--- config.mk ---
export PLATFORM = sky130hd
export DESIGN_NAME = buddy_bitmap_tree_allocator
export DESIGN_NICKNAME = d
export VERILOG_FILES = /design/src/rtl/core/bbta_pkg.sv /design/src/rtl/core/bbta_ctrl.sv /design/src/rtl/core/bbta_datapath.sv /design/src/rtl/core/buddy_bitmap_tree_allocator.sv
export SDC_FILE = /design/constraint.sdc
export NUM_CORES = 1
export LEC_CHECK = 0
export BUFFER_PORTS_ARGS = -buffer_cell sky130_fd_sc_hd__buf_2
export CAP_MARGIN = 20
export CORE_MARGIN = 10
export CORE_UTILIZATION = 57
export CTS_CLUSTER_SIZE = 20
export DETAILED_ROUTE_END_ITERATION = 10
export PLACE_DENSITY = 0.88
export RECOVER_POWER = 50
export SYNTH_ARGS = -nofsm -noshare
export SYNTH_HDL_FRONTEND = slang
export SYNTH_SLANG_ARGS = --single-unit
--- constraint.sdc ---
create_clock -name clk_i -period 5.1 [get_ports clk_i]
set_input_delay 0.765 -clock clk_i [delete_from_list [all_inputs] [get_ports clk_i]]
set_output_delay 0.765 -clock clk_i [all_outputs]
set_load 0.005 [all_outputs]
--- src/rtl/core/bbta_pkg.sv ---
// Shared types and constants of the buddy bitmap tree allocator.
// Holds the command and status structs that join the controller and the datapath.
// No dependencies.
package bbta_pkg;

  localparam int unsigned CFG_W = 4;
  localparam logic [CFG_W-1:0] LEVELS_RESET = 4'd8;

  // Result status codes.
  localparam logic [1:0] ST_DONE    = 2'd0;
  localparam logic [1:0] ST_NOSPACE = 2'd1;
  localparam logic [1:0] ST_RANGE   = 2'd2;

  // What the current bitmap row pass is doing.
  typedef enum logic [2:0] {
    PH_SCAN,  // search a level for a free node
    PH_ANC,   // mark one ancestor busy
    PH_SUB,   // write one level of the subtree
    PH_TEST,  // test the buddy of the walk node
    PH_CLRP   // clear the parent during the free walk
  } phase_e;

  typedef struct packed {
    logic       load;
    logic       start;
    logic       act;
    logic       next_row;
    logic       anc_step;
    logic       sub_init;
    logic       sub_step;
    logic       walk_init;
    logic       walk_step;
    logic       init_wr;
    logic       finish;
    phase_e     phase;
    logic [1:0] fin_status;
  } cmd_t;

  typedef struct packed {
    logic range_err;
    logic is_free;
    logic hit;
    logic last_row;
    logic anc_zero;
    logic sub_more;
    logic lv_zero;
    logic out_busy;
    logic init_last;
  } sts_t;

endpackage

--- src/rtl/core/bbta_ctrl.sv ---
// Controller state machine of the buddy bitmap tree allocator.
// Sequences the row passes of each request; depends on bbta_pkg.
module bbta_ctrl (
  input  logic           clk_i,
  input  logic           rst_ni,
  input  logic           in_valid_i,
  output logic           in_ready_o,
  input  bbta_pkg::sts_t sts_i,
  output bbta_pkg::cmd_t cmd_o
);
  import bbta_pkg::*;

  localparam logic [3:0] S_INIT  = 4'd0;
  localparam logic [3:0] S_IDLE  = 4'd1;
  localparam logic [3:0] S_CHECK = 4'd2;
  localparam logic [3:0] S_RD    = 4'd3;
  localparam logic [3:0] S_ACT   = 4'd4;
  localparam logic [3:0] S_ANC   = 4'd5;
  localparam logic [3:0] S_SUB   = 4'd6;
  localparam logic [3:0] S_WALK  = 4'd7;
  localparam logic [3:0] S_PAR   = 4'd8;
  localparam logic [3:0] S_FIN   = 4'd9;

  logic [3:0] state_q, state_d;
  phase_e     ph_q, ph_d;
  logic [1:0] st_q, st_d;

  always_ff @(posedge clk_i or negedge rst_ni) begin
    if (!rst_ni) begin
      state_q <= S_INIT;
      ph_q    <= PH_SCAN;
      st_q    <= ST_DONE;
    end else begin
      state_q <= state_d;
      ph_q    <= ph_d;
      st_q    <= st_d;
    end
  end

  always_comb begin
    cmd_o            = '0;
    cmd_o.phase      = ph_q;
    cmd_o.fin_status = st_q;
    state_d          = state_q;
    ph_d             = ph_q;
    st_d             = st_q;
    in_ready_o       = 1'b0;
    unique case (state_q)
      S_INIT: begin
        // Clearing pass over the bitmap rows after reset.
        cmd_o.init_wr = 1'b1;
        if (sts_i.init_last) begin
          state_d = S_IDLE;
        end
      end
      S_IDLE: begin
        in_ready_o = 1'b1;
        if (in_valid_i) begin
          cmd_o.load = 1'b1;
          state_d    = S_CHECK;
        end
      end
      S_CHECK: begin
        if (sts_i.range_err) begin
          st_d    = ST_RANGE;
          state_d = S_FIN;
        end else if (!sts_i.is_free) begin
          ph_d        = PH_SCAN;
          cmd_o.phase = PH_SCAN;
          cmd_o.start = 1'b1;
          state_d     = S_RD;
        end else begin
          cmd_o.sub_init = 1'b1;
          state_d        = S_SUB;
        end
      end
      S_SUB: begin
        if (sts_i.sub_more) begin
          ph_d        = PH_SUB;
          cmd_o.phase = PH_SUB;
          cmd_o.start = 1'b1;
          state_d     = S_RD;
        end else if (!sts_i.is_free) begin
          st_d    = ST_DONE;
          state_d = S_FIN;
        end else begin
          cmd_o.walk_init = 1'b1;
          state_d         = S_WALK;
        end
      end
      S_RD: begin
        state_d = S_ACT;
      end
      S_ACT: begin
        cmd_o.act = 1'b1;
        case (ph_q)
          PH_SCAN: begin
            if (sts_i.hit) begin
              state_d = S_ANC;
            end else if (sts_i.last_row) begin
              st_d    = ST_NOSPACE;
              state_d = S_FIN;
            end else begin
              cmd_o.next_row = 1'b1;
              state_d        = S_RD;
            end
          end
          PH_ANC: begin
            cmd_o.anc_step = 1'b1;
            state_d        = S_ANC;
          end
          PH_SUB: begin
            if (sts_i.last_row) begin
              cmd_o.sub_step = 1'b1;
              state_d        = S_SUB;
            end else begin
              cmd_o.next_row = 1'b1;
              state_d        = S_RD;
            end
          end
          PH_TEST: begin
            if (sts_i.hit) begin
              cmd_o.walk_step = 1'b1;
              state_d         = S_PAR;
            end else begin
              st_d    = ST_DONE;
              state_d = S_FIN;
            end
          end
          PH_CLRP: begin
            state_d = S_WALK;
          end
          default: begin
            state_d = S_FIN;
          end
        endcase
      end
      S_ANC: begin
        if (sts_i.anc_zero) begin
          cmd_o.sub_init = 1'b1;
          state_d        = S_SUB;
        end else begin
          ph_d        = PH_ANC;
          cmd_o.phase = PH_ANC;
          cmd_o.start = 1'b1;
          state_d     = S_RD;
        end
      end
      S_WALK: begin
        if (sts_i.lv_zero) begin
          st_d    = ST_DONE;
          state_d = S_FIN;
        end else begin
          ph_d        = PH_TEST;
          cmd_o.phase = PH_TEST;
          cmd_o.start = 1'b1;
          state_d     = S_RD;
        end
      end
      S_PAR: begin
        ph_d        = PH_CLRP;
        cmd_o.phase = PH_CLRP;
        cmd_o.start = 1'b1;
        state_d     = S_RD;
      end
      S_FIN: begin
        if (!sts_i.out_busy) begin
          cmd_o.finish = 1'b1;
          state_d      = S_IDLE;
        end
      end
      default: begin
        state_d = S_IDLE;
      end
    endcase
  end

endmodule

--- src/rtl/core/bbta_datapath.sv ---
// Datapath of the buddy bitmap tree allocator: bitmap row memory, node and
// range registers, row mask, free-bit search and the result register.
// Depends on bbta_pkg.
module bbta_datapath #(
  parameter int unsigned MAX_LEVELS = 8
) (
  input  logic                       clk_i,
  input  logic                       rst_ni,
  input  logic                       cfg_we_i,
  input  logic [bbta_pkg::CFG_W-1:0] cfg_wdata_i,
  input  logic                       func_i,
  input  logic [2:0]                 req_level_i,
  input  logic [7:0]                 node_index_i,
  output logic                       out_valid_o,
  input  logic                       out_ready_i,
  output logic [1:0]                 status_o,
  output logic [7:0]                 granted_index_o,
  input  bbta_pkg::cmd_t             cmd_i,
  output bbta_pkg::sts_t             sts_o
);
  import bbta_pkg::*;

  localparam int unsigned NW   = MAX_LEVELS;              // node index width
  localparam int unsigned RB   = (MAX_LEVELS >= 5) ? 4 : MAX_LEVELS - 1;
  localparam int unsigned RW   = 1 << RB;                 // nodes per row
  localparam int unsigned RAW  = NW - RB;                 // row address width
  localparam int unsigned ROWS = 1 << RAW;
  localparam int unsigned LVW  = $clog2(MAX_LEVELS);
  localparam int unsigned NLW  = $clog2(MAX_LEVELS + 1);

  logic [RW-1:0]  mem_q [ROWS];
  logic [RW-1:0]  rdata_q;

  logic [CFG_W-1:0] cfg_q;
  logic [RAW-1:0]   row_q, row_d;
  logic             out_valid_q;
  logic [1:0]       status_q;
  logic [7:0]       granted_q;

  logic           func_q;
  logic           err_q;
  logic [LVW-1:0] level_q;
  logic [NW-1:0]  node_q;
  logic [NLW-1:0] nlev_q;
  logic [NW-1:0]  cur_q;
  logic [LVW-1:0] lv_q;
  logic [NLW-1:0] d_q;
  logic [NW-1:0]  base_q;
  logic [LVW-1:0] sz_q;
  logic [RAW-1:0] end_q;

  logic [4:0]     cfg5, nlev5;
  logic           err_in;
  logic [NW-1:0]  base_new;
  logic [LVW-1:0] sz_new;
  logic [NW-1:0]  last_node;
  logic [RW-1:0]  mask, free_bits, wdata;
  logic [RB-1:0]  fb;
  logic [NW-1:0]  found;
  logic           hit;
  logic           we;
  logic           set_bits;

  // Effective level count: the register saturated to 1 .. MAX_LEVELS.
  assign cfg5 = {1'b0, cfg_q};
  always_comb begin
    if (cfg5 == 5'd0) begin
      nlev5 = 5'd1;
    end else if (cfg5 > 5'(MAX_LEVELS)) begin
      nlev5 = 5'(MAX_LEVELS);
    end else begin
      nlev5 = cfg5;
    end
  end

  assign err_in = ({2'b00, req_level_i} >= nlev5) ||
                  (func_i && ((node_index_i >> req_level_i) != 8'd1));

  // Range of the next row pass: base node and log2 of its length.
  always_comb begin
    case (cmd_i.phase)
      PH_SCAN: begin
        base_new = NW'(1) << level_q;
        sz_new   = level_q;
      end
      PH_SUB: begin
        base_new = node_q << d_q;
        sz_new   = LVW'(d_q);
      end
      PH_TEST: begin
        base_new = cur_q ^ NW'(1);
        sz_new   = '0;
      end
      default: begin
        base_new = cur_q;
        sz_new   = '0;
      end
    endcase
  end
  assign last_node = base_new + (NW'(1) << sz_new) - NW'(1);

  // Row mask of the range and the lowest free bit within it.
  always_comb begin
    for (int j = 0; j < RW; j++) begin
      mask[j] = (sz_q >= LVW'(RB)) || (((RB'(j) ^ base_q[RB-1:0]) >> sz_q) == '0);
    end
    free_bits = ~rdata_q & mask;
    fb = '0;
    for (int j = RW - 1; j >= 0; j--) begin
      if (free_bits[j]) begin
        fb = RB'(j);
      end
    end
  end
  assign found = {row_q, fb};

  always_comb begin
    case (cmd_i.phase)
      PH_SCAN: hit = |free_bits;
      PH_TEST: hit = ~|(rdata_q & mask);
      default: hit = 1'b0;
    endcase
  end

  assign set_bits = (cmd_i.phase == PH_ANC) || ((cmd_i.phase == PH_SUB) && !func_q);
  assign we = cmd_i.init_wr ||
              (cmd_i.act && ((cmd_i.phase == PH_ANC) || (cmd_i.phase == PH_SUB) ||
                             (cmd_i.phase == PH_CLRP)));
  always_comb begin
    if (cmd_i.init_wr) begin
      wdata = '0;
    end else if (set_bits) begin
      wdata = rdata_q | mask;
    end else begin
      wdata = rdata_q & ~mask;
    end
  end

  // Bitmap rows; the read is registered and always follows row_q.
  always_ff @(posedge clk_i) begin
    if (we) begin
      mem_q[row_q] <= wdata;
    end
    rdata_q <= mem_q[row_q];
  end

  always_comb begin
    row_d = row_q;
    if (cmd_i.start) begin
      row_d = base_new[NW-1:RB];
    end else if (cmd_i.next_row || cmd_i.init_wr) begin
      row_d = row_q + RAW'(1);
    end
  end

  always_ff @(posedge clk_i or negedge rst_ni) begin
    if (!rst_ni) begin
      cfg_q       <= LEVELS_RESET;
      row_q       <= '0;
      out_valid_q <= 1'b0;
    end else begin
      if (cfg_we_i) begin
        cfg_q <= cfg_wdata_i;
      end
      row_q <= row_d;
      if (cmd_i.finish) begin
        out_valid_q <= 1'b1;
      end else if (out_ready_i) begin
        out_valid_q <= 1'b0;
      end
    end
  end

  always_ff @(posedge clk_i) begin
    if (cmd_i.load) begin
      func_q  <= func_i;
      err_q   <= err_in;
      level_q <= LVW'(req_level_i);
      node_q  <= NW'(node_index_i);
      nlev_q  <= NLW'(nlev5);
    end
    if (cmd_i.act && (cmd_i.phase == PH_SCAN) && hit) begin
      node_q <= found;
      cur_q  <= found >> 1;
    end
    if (cmd_i.anc_step) begin
      cur_q <= cur_q >> 1;
    end
    if (cmd_i.sub_init) begin
      d_q <= '0;
    end else if (cmd_i.sub_step) begin
      d_q <= d_q + NLW'(1);
    end
    if (cmd_i.walk_init) begin
      cur_q <= node_q;
      lv_q  <= level_q;
    end else if (cmd_i.walk_step) begin
      cur_q <= cur_q >> 1;
      lv_q  <= lv_q - LVW'(1);
    end
    if (cmd_i.start) begin
      base_q <= base_new;
      sz_q   <= sz_new;
      end_q  <= last_node[NW-1:RB];
    end
    if (cmd_i.finish) begin
      status_q  <= cmd_i.fin_status;
      granted_q <= ((cmd_i.fin_status == ST_DONE) && !func_q) ? 8'(node_q) : 8'd0;
    end
  end

  assign sts_o.range_err = err_q;
  assign sts_o.is_free   = func_q;
  assign sts_o.hit       = hit;
  assign sts_o.last_row  = (row_q == end_q);
  assign sts_o.anc_zero  = (cur_q == '0);
  assign sts_o.sub_more  = ((NLW+1)'(level_q) + (NLW+1)'(d_q)) < (NLW+1)'(nlev_q);
  assign sts_o.lv_zero   = (lv_q == '0);
  assign sts_o.out_busy  = out_valid_q && !out_ready_i;
  assign sts_o.init_last = (row_q == {RAW{1'b1}});

  assign out_valid_o     = out_valid_q;
  assign status_o        = status_q;
  assign granted_index_o = granted_q;

endmodule

--- src/rtl/core/buddy_bitmap_tree_allocator.sv ---
// Buddy allocator over a heap-numbered bitmap tree (root is node 1). The busy
// bits sit in a memory of rows of 16 nodes (fewer for very small trees); every
// row visited is read and then written back or tested. An allocate searches
// the rows of its level for a free node, marks each ancestor busy and then
// marks each subtree level. A free clears each subtree level, then climbs
// while the buddy is free, clearing each parent, until it reaches the root or
// a busy buddy stops it. A request out of range goes straight to its result.
// An item cannot finish while the previous result still waits to be taken.
// One item is worked at a time; its result waits in an output register while
// the next item is taken. After reset a clearing pass writes all
// 2^(MAX_LEVELS-4) bitmap rows (two for trees below five levels) before the
// first item is accepted.
module buddy_bitmap_tree_allocator #(
  parameter int unsigned MAX_LEVELS = 8
) (
  input  logic                       clk_i,
  input  logic                       rst_ni,
  input  logic                       cfg_we_i,
  input  logic [bbta_pkg::CFG_W-1:0] cfg_wdata_i,
  input  logic                       in_valid_i,
  output logic                       in_ready_o,
  input  logic                       func_i,
  input  logic [2:0]                 req_level_i,
  input  logic [7:0]                 node_index_i,
  output logic                       out_valid_o,
  input  logic                       out_ready_i,
  output logic [1:0]                 status_o,
  output logic [7:0]                 granted_index_o
);
  import bbta_pkg::*;

  cmd_t cmd;
  sts_t sts;

  bbta_ctrl u_ctrl (
    .clk_i      (clk_i),
    .rst_ni     (rst_ni),
    .in_valid_i (in_valid_i),
    .in_ready_o (in_ready_o),
    .sts_i      (sts),
    .cmd_o      (cmd)
  );

  bbta_datapath #(
    .MAX_LEVELS (MAX_LEVELS)
  ) u_datapath (
    .clk_i           (clk_i),
    .rst_ni          (rst_ni),
    .cfg_we_i        (cfg_we_i),
    .cfg_wdata_i     (cfg_wdata_i),
    .func_i          (func_i),
    .req_level_i     (req_level_i),
    .node_index_i    (node_index_i),
    .out_valid_o     (out_valid_o),
    .out_ready_i     (out_ready_i),
    .status_o        (status_o),
    .granted_index_o (granted_index_o),
    .cmd_i           (cmd),
    .sts_o           (sts)
  );

endmodule

==> results by group, run 1 <==
GRT
  • Maximum number of pins on one net before global-route repair: 43
  • Remaining global-route overflow: 0
  • GRT Util Overall: 24.6%
  • Antenna violations before repair: 0
  • Number of global-route vias before repair: 10800
  • Global-route wire length before repair: 67.0 mm

Floorplan
  • Core box area: 27900 sq um
  • Die Span X: 188 microns
  • Starting utilization of the core area: 58.0%
  • Area enclosed by the die boundary: 35500 sq um
  • Floorplan row count: 61
  • Count of pins on the block boundary: 33
  • Die height: 188 microns

Yosys
  • Post-synthesis cell type count: 80
  • Synthesized netlist net count: 1175
  • Asr flop ratio synth: 5.25%
  • Most frequent cells after synthesis: edfxtp_1, mux4_2, nor2_1, nand2_1, inv_1
  • Synth warnings: 0
  • Top-count cell post-synth: edfxtp_1
  • Sequential cell area fraction in the yosys report: 62.0%
  • Average size of a mapped cell: 14.3 sq um
  • Number of instances in the synthesized netlist: 1126
  • EDFF count, synth: 305
  • Dominant cell type by area after synthesis: edfxtp_1
  • Synth top area share: 56.7%
  • Cell types occupying the most area after synthesis: edfxtp_1, mux4_2, dfrtp_1
  • Summed instance area of the synthesized netlist: 16200 sq um
  • Number of register bits inferred by synthesis: 343
  • Synth Flop Type: edfxtp_1

Layout
  • Relative area change from synthesis to final layout: 14.6%
  • Net count reported at finish: 1259
  • Share of the core filled with cells in the final layout: 66.4%
  • Fraction of layout cells with a size suffix above 1: 23.2%
  • Number of antenna diodes: 0

Critical path
  • Startpoint Class: flop
  • Worst setup path endpoint: u_datapath.end_q[3]
  • Required time of the critical path: 5370 ps
  • Register-to-register setup slack: 40 ps
  • Largest driver fanout on the critical path: 6
  • Start-to-end type of the worst setup path: flop to flop
  • Critical Path Source: u_datapath.level_q[0]
  • Worst reg-to-reg path cell count: 21
  • Arr. time, crit path: 5330 ps
  • Crit Reg-Reg Endpoint: u_datapath.end_q[3]
  • Crit path capture type: flop
  • Reg2Reg Launch Point: u_datapath.level_q[0]

Clocking
  • Clock sink count: 343
  • Insertion delay of the later-clocked pin in the worst-skew pair: 550 ps
  • Post-CTS Hold Fix Bufs: 0
  • Clock tree root buffer cell: clkbuf_16
  • Maximum level of the CTS H-tree: 2
  • Clock-pin slew reported for the worst setup and hold paths after clock tree synthesis: 60 ps
  • Number of buffers created by CTS: 36
  • Largest buffer count on any clock path: 3
  • TritonCTS clock tree: yes

Placement
  • Placed wire-length estimate: 26.5 mm
  • Count of port buffers added during placement: 32
  • GP Congestion: 0.981
  • Post-Place Worst Slack: -67.5 ps

Timing
  • Number of hold violations in the final report: 0
  • Number of slew-limit violations in the final report: 38
  • Period utilization: 99.1%
  • Rel. slew slack: -48.8%
  • Hold Worst Slack: 416 ps
  • Final setup skew: 38.3 ps
  • Max Clock Freq: 0.198 GHz
  • Final count of negative-setup-slack endpoints: 0
  • Transition time at the pin with the least slew margin: 2230 ps
  • Setup slack of the critical path after layout: 43.8 ps
  • Unrepaired setup endpoints after global routing: yes
  • Total negative setup slack: 0 ps
  • Final critical-path required period: 5060 ps

Power
  • Leakage Power: 6.43 nW
  • Peak ir drop on the vdd network: 0.600 mV
  • Power per cell area: 669 nW/um^2

Drt
  • Vias/cell: 6.71
  • Wire length per cell: 27.3 microns
  • Post-detailed-route count of antenna-violating nets: 0
  • Router iterations before antenna repair: 9
  • Detailed-route DRC error count: 0
  • Total number of vias: 10900
  • Violation count after the first detailed-routing iteration: 1479
  • Total wire length: 44.1 mm

Job
  • Count of max-cap constraint violations: 1

Outcome
  • Violations in the final reports: max-capacitance violations, max-slew violations
  • Outcome: complete, but fails checks

Min path
  • Worst Hold Class: input port to asynchronous set/reset pin
-- worst min path at each step --
stage	startpoint	slack [ps]	end	cells past startpoint
after detailed placement	u_ctrl.st_q[0]	480	u_datapath.status_o[0]	0
after CTS	rst_ni	170	u_datapath.cfg_q[2]	1
after global routing	cfg_wdata_i[2]	460	u_datapath.cfg_q[2]	2
final	rst_ni	420	u_ctrl.st_q[1]	1
after floorplan	u_ctrl.st_q[0]	450	u_datapath.status_o[0]	0
after global placement	u_ctrl.st_q[0]	460	u_datapath.status_o[0]	0
-- layout by cell type, fill, tap and decap left out, types with 10 or more instances in the layout --
| master | instances |
|---|---|
| a211oi_1 | 11 |
| a21oi_1 | 41 |
| a31oi_1 | 13 |
| and2_1 | 10 |
| buf_2 | 15 |
| buf_4 | 75 |
| clkbuf_1 | 26 |
| clkbuf_16 | 36 |
| clkinv_1 | 11 |
| dfrtp_1 | 15 |
| dfxtp_1 | 20 |
| edfxtp_1 | 305 |
| ha_1 | 25 |
| inv_1 | 51 |
| mux2i_1 | 28 |
| mux4_2 | 84 |
| nand2_1 | 61 |
| nand2b_1 | 18 |
| nand3_1 | 11 |
| nor2_1 | 71 |
| nor2_2 | 12 |
| nor2b_1 | 13 |
| nor3_1 | 24 |
| o21ai_0 | 38 |
| o22ai_1 | 11 |
-- per-layer routing --
| layer | up-vias | track usage [%] | wire length (microns) |
|---|---|---|---|
| met2 | 731 | 42.1 | 22400 |
| met3 | 168 | 3.19 | 3950 |
| met1 | 5392 | 31.4 | 15900 |
| met5 | - | 0 | 0 |
| li1 | 4559 | - | - |
| met4 | 0 | 9.25 | 1810 |
-- state kept, by name, summed over array words and instances, names as in the netlist --
| signal | flops |
|---|---|
| u_datapath.mem_q | 256 |
| u_datapath.rdata_q | 16 |
| u_datapath.cur_q | 8 |
| u_datapath.granted_index_o | 8 |
| u_datapath.node_q | 8 |
| u_ctrl.state_q | 4 |
| u_datapath.base_q | 4 |
| u_datapath.cfg_q | 4 |
| u_datapath.d_q | 4 |
| u_datapath.end_q | 4 |
| u_datapath.nlev_q | 4 |
| u_datapath.row_q | 4 |
| u_ctrl.ph_q | 3 |
| u_datapath.level_q | 3 |
| u_datapath.lv_q | 3 |
| u_datapath.sz_q | 3 |
| u_ctrl.st_q | 2 |
| u_datapath.status_o | 2 |
| u_datapath.err_q | 1 |
| u_datapath.func_q | 1 |
| u_datapath.out_valid_o | 1 |
-- report_power, final --
group / leakage [nW] / internal [W] / switching [W]
logic: 2.67 / 0.00201 / 0.00284
clock network: 0.589 / 0.00158 / 0.00116
registers: 3.17 / 0.00421 / 0.000574
-- what timing repair did --
| item | 4_1_cts | 5_1_grt |
|---|---|---|
| endpoints found under the hold margin | 0 | 0 |
| pin swaps | 2 | 17 |
| buffers inserted | 1 | 7 |
| resized for setup | 10 | 20 |
| setup endpoints to repair | 1 | 4 |
-- per-stage QoR --
stage	cell area (sq um)	instances	power [W]
3_5_place_dp	17100	1542	0.00933
4_1_cts	18400	1609	0.0122
2_1_floorplan	16200	1126	0.00776
3_3_place_gp	17100	1542	0.00909
5_1_grt	18500	1616	0.0129
6_report	18500	1616	0.0124
-- final cells by class --
class	instances	area [sq um]
Sequential cell	343	10000
Fill cell	1815	9350
Multi-Input combinational cell	662	5830
Clock buffer	44	931
Timing Repair Buffer	112	747
Tap cell	378	473
Clock inverter	22	298
Inverter	55	211
-- worst max-delay path, stage by stage, from the launching register on --
cell      delay (ps)
edfxtp_1         410
ha_2             230
fa_2             390
xor2_2           150
ha_1             320
a21o_1           220
a31oi_4          170
o21ai_2           80
or4_4            550
clkinv_4          70
o21ai_2           70
buf_6            150
or4_4            470
o31a_1           280
ha_2             180
inv_2             40
ha_1             210
nand2b_1         100
a211oi_2          50
o32a_1           410
a21oi_2          150
xnor2_1           80
-- cell families after synthesis --
| group | after synthesis | share of synthesized area, % |
|---|---|---|
| flops | 343 | 62.0 |
| simple gates | 286 | 8.76 |
| compound gates | 202 | 8.41 |
| mux | 129 | 14.7 |
| buf+inv | 121 | 3.06 |
| fa+ha+maj | 28 | 2.22 |
| xor+xnor | 17 | 0.922 |
Note: power is estimated with default switching activity, not from simulation.
==> inputs of run 2 (changes only) <==
ABC_CLOCK_PERIOD_IN_PS = 5100   (was unset)
BUFFER_PORTS_ARGS = -buffer_cell sky130_fd_sc_hd__buf_4   (was -buffer_cell sky130_fd_sc_hd__buf_2)
==> results by group, run 2 (synthesized netlist as in run 1, its figures left out) <==
GRT
  • Met1 Resource Use GR: 30.3%
  • Number of global-route vias before repair: 10400
  • Antenna violations before repair: 0
  • Most utilized layer in the global route result: met2
  • GRT Util Overall: 23.5%
  • Global-route wire length before repair: 64.3 mm
  • Remaining global-route overflow: 0
  • Maximum number of pins on one net before global-route repair: 48
  • Routing usage on met2: 38.9%
  • Grt met3 use: 3.88%

Drt
  • Total number of vias: 10700
  • Wire length per cell: 26.6 microns
  • Vias/cell: 6.68
  • Post-detailed-route count of antenna-violating nets: 0
  • Router iterations before antenna repair: 7
  • Total wire length: 42.5 mm
  • Violation count after the first detailed-routing iteration: 1359
  • Detailed-route DRC error count: 0

Floorplan
  • Die height: 188 microns
  • Count of pins on the block boundary: 33
  • Floorplan row count: 61
  • Die Span X: 188 microns
  • Area enclosed by the die boundary: 35500 sq um
  • Starting utilization of the core area: 58.0%
  • Core box area: 27900 sq um

Layout
  • Most common cell after layout, fill and taps aside: edfxtp_1
  • Net count reported at finish: 1241
  • Multi-input combinational cell area: 5860 sq um
  • Fill cell count: 1822
  • Relative area change from synthesis to final layout: 14.1%
  • Share of the core filled with cells in the final layout: 66.2%
  • Largest register by flop count: u_datapath.mem_q
  • Max reg flops: 256
  • Fraction of layout cells with a size suffix above 1: 23.6%
  • Number of antenna diodes: 0
  • Most frequent cells in the layout: edfxtp_1, mux4_2, nor2_1, buf_4, nand2_1
  • Largest registers: u_datapath.mem_q x256, u_datapath.rdata_q x16
  • Area occupied by registers: 10000 sq um

Critical path
  • Start-to-end type of the worst setup path: flop to flop
  • Critical Path Source: u_datapath.level_q[0]
  • Reg2Reg Launch Point: u_datapath.level_q[0]
  • Register-to-register setup slack: 60 ps
  • Crit Reg-Reg Endpoint: u_datapath.end_q[3]
  • Largest driver fanout on the critical path: 9
  • Worst reg-to-reg path cell count: 20
  • Worst setup path endpoint: u_datapath.end_q[3]
  • Required time of the critical path: 5370 ps
  • Startpoint Class: flop
  • Arr. time, crit path: 5310 ps
  • Crit path capture type: flop

Placement
  • Count of port buffers added during placement: 32
  • Placed wire-length estimate: 25.3 mm
  • Post-Place Worst Slack: -246 ps
  • GP Congestion: 0.990

Timing
  • Number of slew-limit violations in the final report: 74
  • Transition time at the pin with the least slew margin: 1700 ps
  • Period utilization: 98.8%
  • Hold Worst Slack: 450 ps
  • Setup slack of the critical path after layout: 60.8 ps
  • Final count of negative-setup-slack endpoints: 0
  • Final setup skew: 31.5 ps
  • Number of hold violations in the final report: 0
  • Max Clock Freq: 0.198 GHz
  • Rel. slew slack: -13.6%
  • Final critical-path required period: 5040 ps

Min path
  • Worst Hold Class: input port to flop

Clocking
  • Clock tree root buffer cell: clkbuf_16
  • Insertion delay of the later-clocked pin in the worst-skew pair: 550 ps
  • Post-CTS Hold Fix Bufs: 0
  • Number of buffers created by CTS: 35
  • TritonCTS clock tree: yes
  • Clock sink count: 343
  • Clock-pin slew reported for the worst setup and hold paths after clock tree synthesis: 60 ps
  • Maximum level of the CTS H-tree: 2
  • Largest buffer count on any clock path: 3

Power
  • Relative contribution of sequential cells to total power: 39.3%
  • Clock power frac: 21.0%
  • Comb power frac: 39.6%
  • Leakage Power: 6.38 nW
  • Switching fraction of total power: 36.9%
  • Sw Pwr: 0.00448 W
  • Internal portion of total power: 0.00766 W
  • Peak ir drop on the vdd network: 0.443 mV
  • Power per cell area: 658 nW/um^2

Outcome
  • Violations in the final reports: max-capacitance violations, max-slew violations
  • Outcome: complete, but fails checks

Job
  • Count of max-cap constraint violations: 2
## run 2: cell count changes in the layout (fill, tap and decap cells not counted), sizes merged
cell,change
clkbuf,+6
buf,-17
inv,+2
clkinv,-7
bufinv,-4
## run 2: power groups by stage
stage               registers (W)  logic (W)  clock network, W
CTS                       0.00475    0.00464           0.00258
global placement          0.00475    0.00432                 0
finish                    0.00477    0.00481           0.00255
detailed placement        0.00478    0.00450                 0
global route              0.00481    0.00516           0.00268
floorplan                 0.00443    0.00333                 0
## run 2: cell type report
type | instances | share of cell area [%]
sequential | 343 | 54.3
multi-input combinational | 662 | 31.8
clock buffer | 50 | 5.49
timing repair buffer | 95 | 3.98
tap | 378 | 2.57
inverter | 55 | 1.15
clock inverter | 13 | 0.713
## run 2: per-stage QoR
| step | total power, W | instance area (sq um) | cells | TNS (ps) |
|---|---|---|---|---|
| after floorplan | 0.00776 | 16200 | 1126 | 0 |
| after CTS | 0.0120 | 18300 | 1595 | 0 |
| final | 0.0121 | 18400 | 1596 | 0 |
| after detailed placement | 0.00928 | 17100 | 1531 | -555 |
| after global placement | 0.00906 | 17100 | 1531 | -35.4 |
| after global routing | 0.0127 | 18400 | 1596 | -63.5 |
## run 2: worst max-delay path, cell delays in order (launching register included)
cell,delay [ps]
edfxtp_1,420
ha_2,210
fa_2,390
xor2_2,160
ha_1,330
a21o_1,240
a31oi_4,180
o21ai_2,100
or4_4,460
inv_6,90
o21ai_4,130
buf_6,180
nor4_2,260
a221oi_1,120
ha_1,320
inv_1,40
ha_1,210
or2_2,300
o32a_1,400
a21oi_2,170
xnor2_1,80
## run 2: repair_timing
item | in CTS | in global routing
gates resized for setup | 8 | 25
endpoints found under the setup margin | 4 | 4
pin swaps | 1 | 7
setup buffers | 1 | 1
## run 2: worst min-delay path by stage
stage | slack [ps] | endpoint | cells past startpoint | start
2_1_floorplan | 450 | u_datapath.status_o[0] | 0 | u_ctrl.st_q[0]
3_3_place_gp | 460 | u_datapath.status_o[0] | 0 | u_ctrl.st_q[0]
3_5_place_dp | 470 | u_datapath.status_o[0] | 0 | u_ctrl.st_q[0]
4_1_cts | 100 | u_ctrl.st_q[1] | 1 | rst_ni
5_1_grt | 440 | u_datapath.func_q | 1 | func_i
6_report | 450 | u_datapath.func_q | 1 | func_i
## run 2: metal layers
metal	vias up	share of wire, %
met4	0	4.6
met2	664	50
li1	4525	-
met5	-	0
met1	5320	37
met3	151	8.8
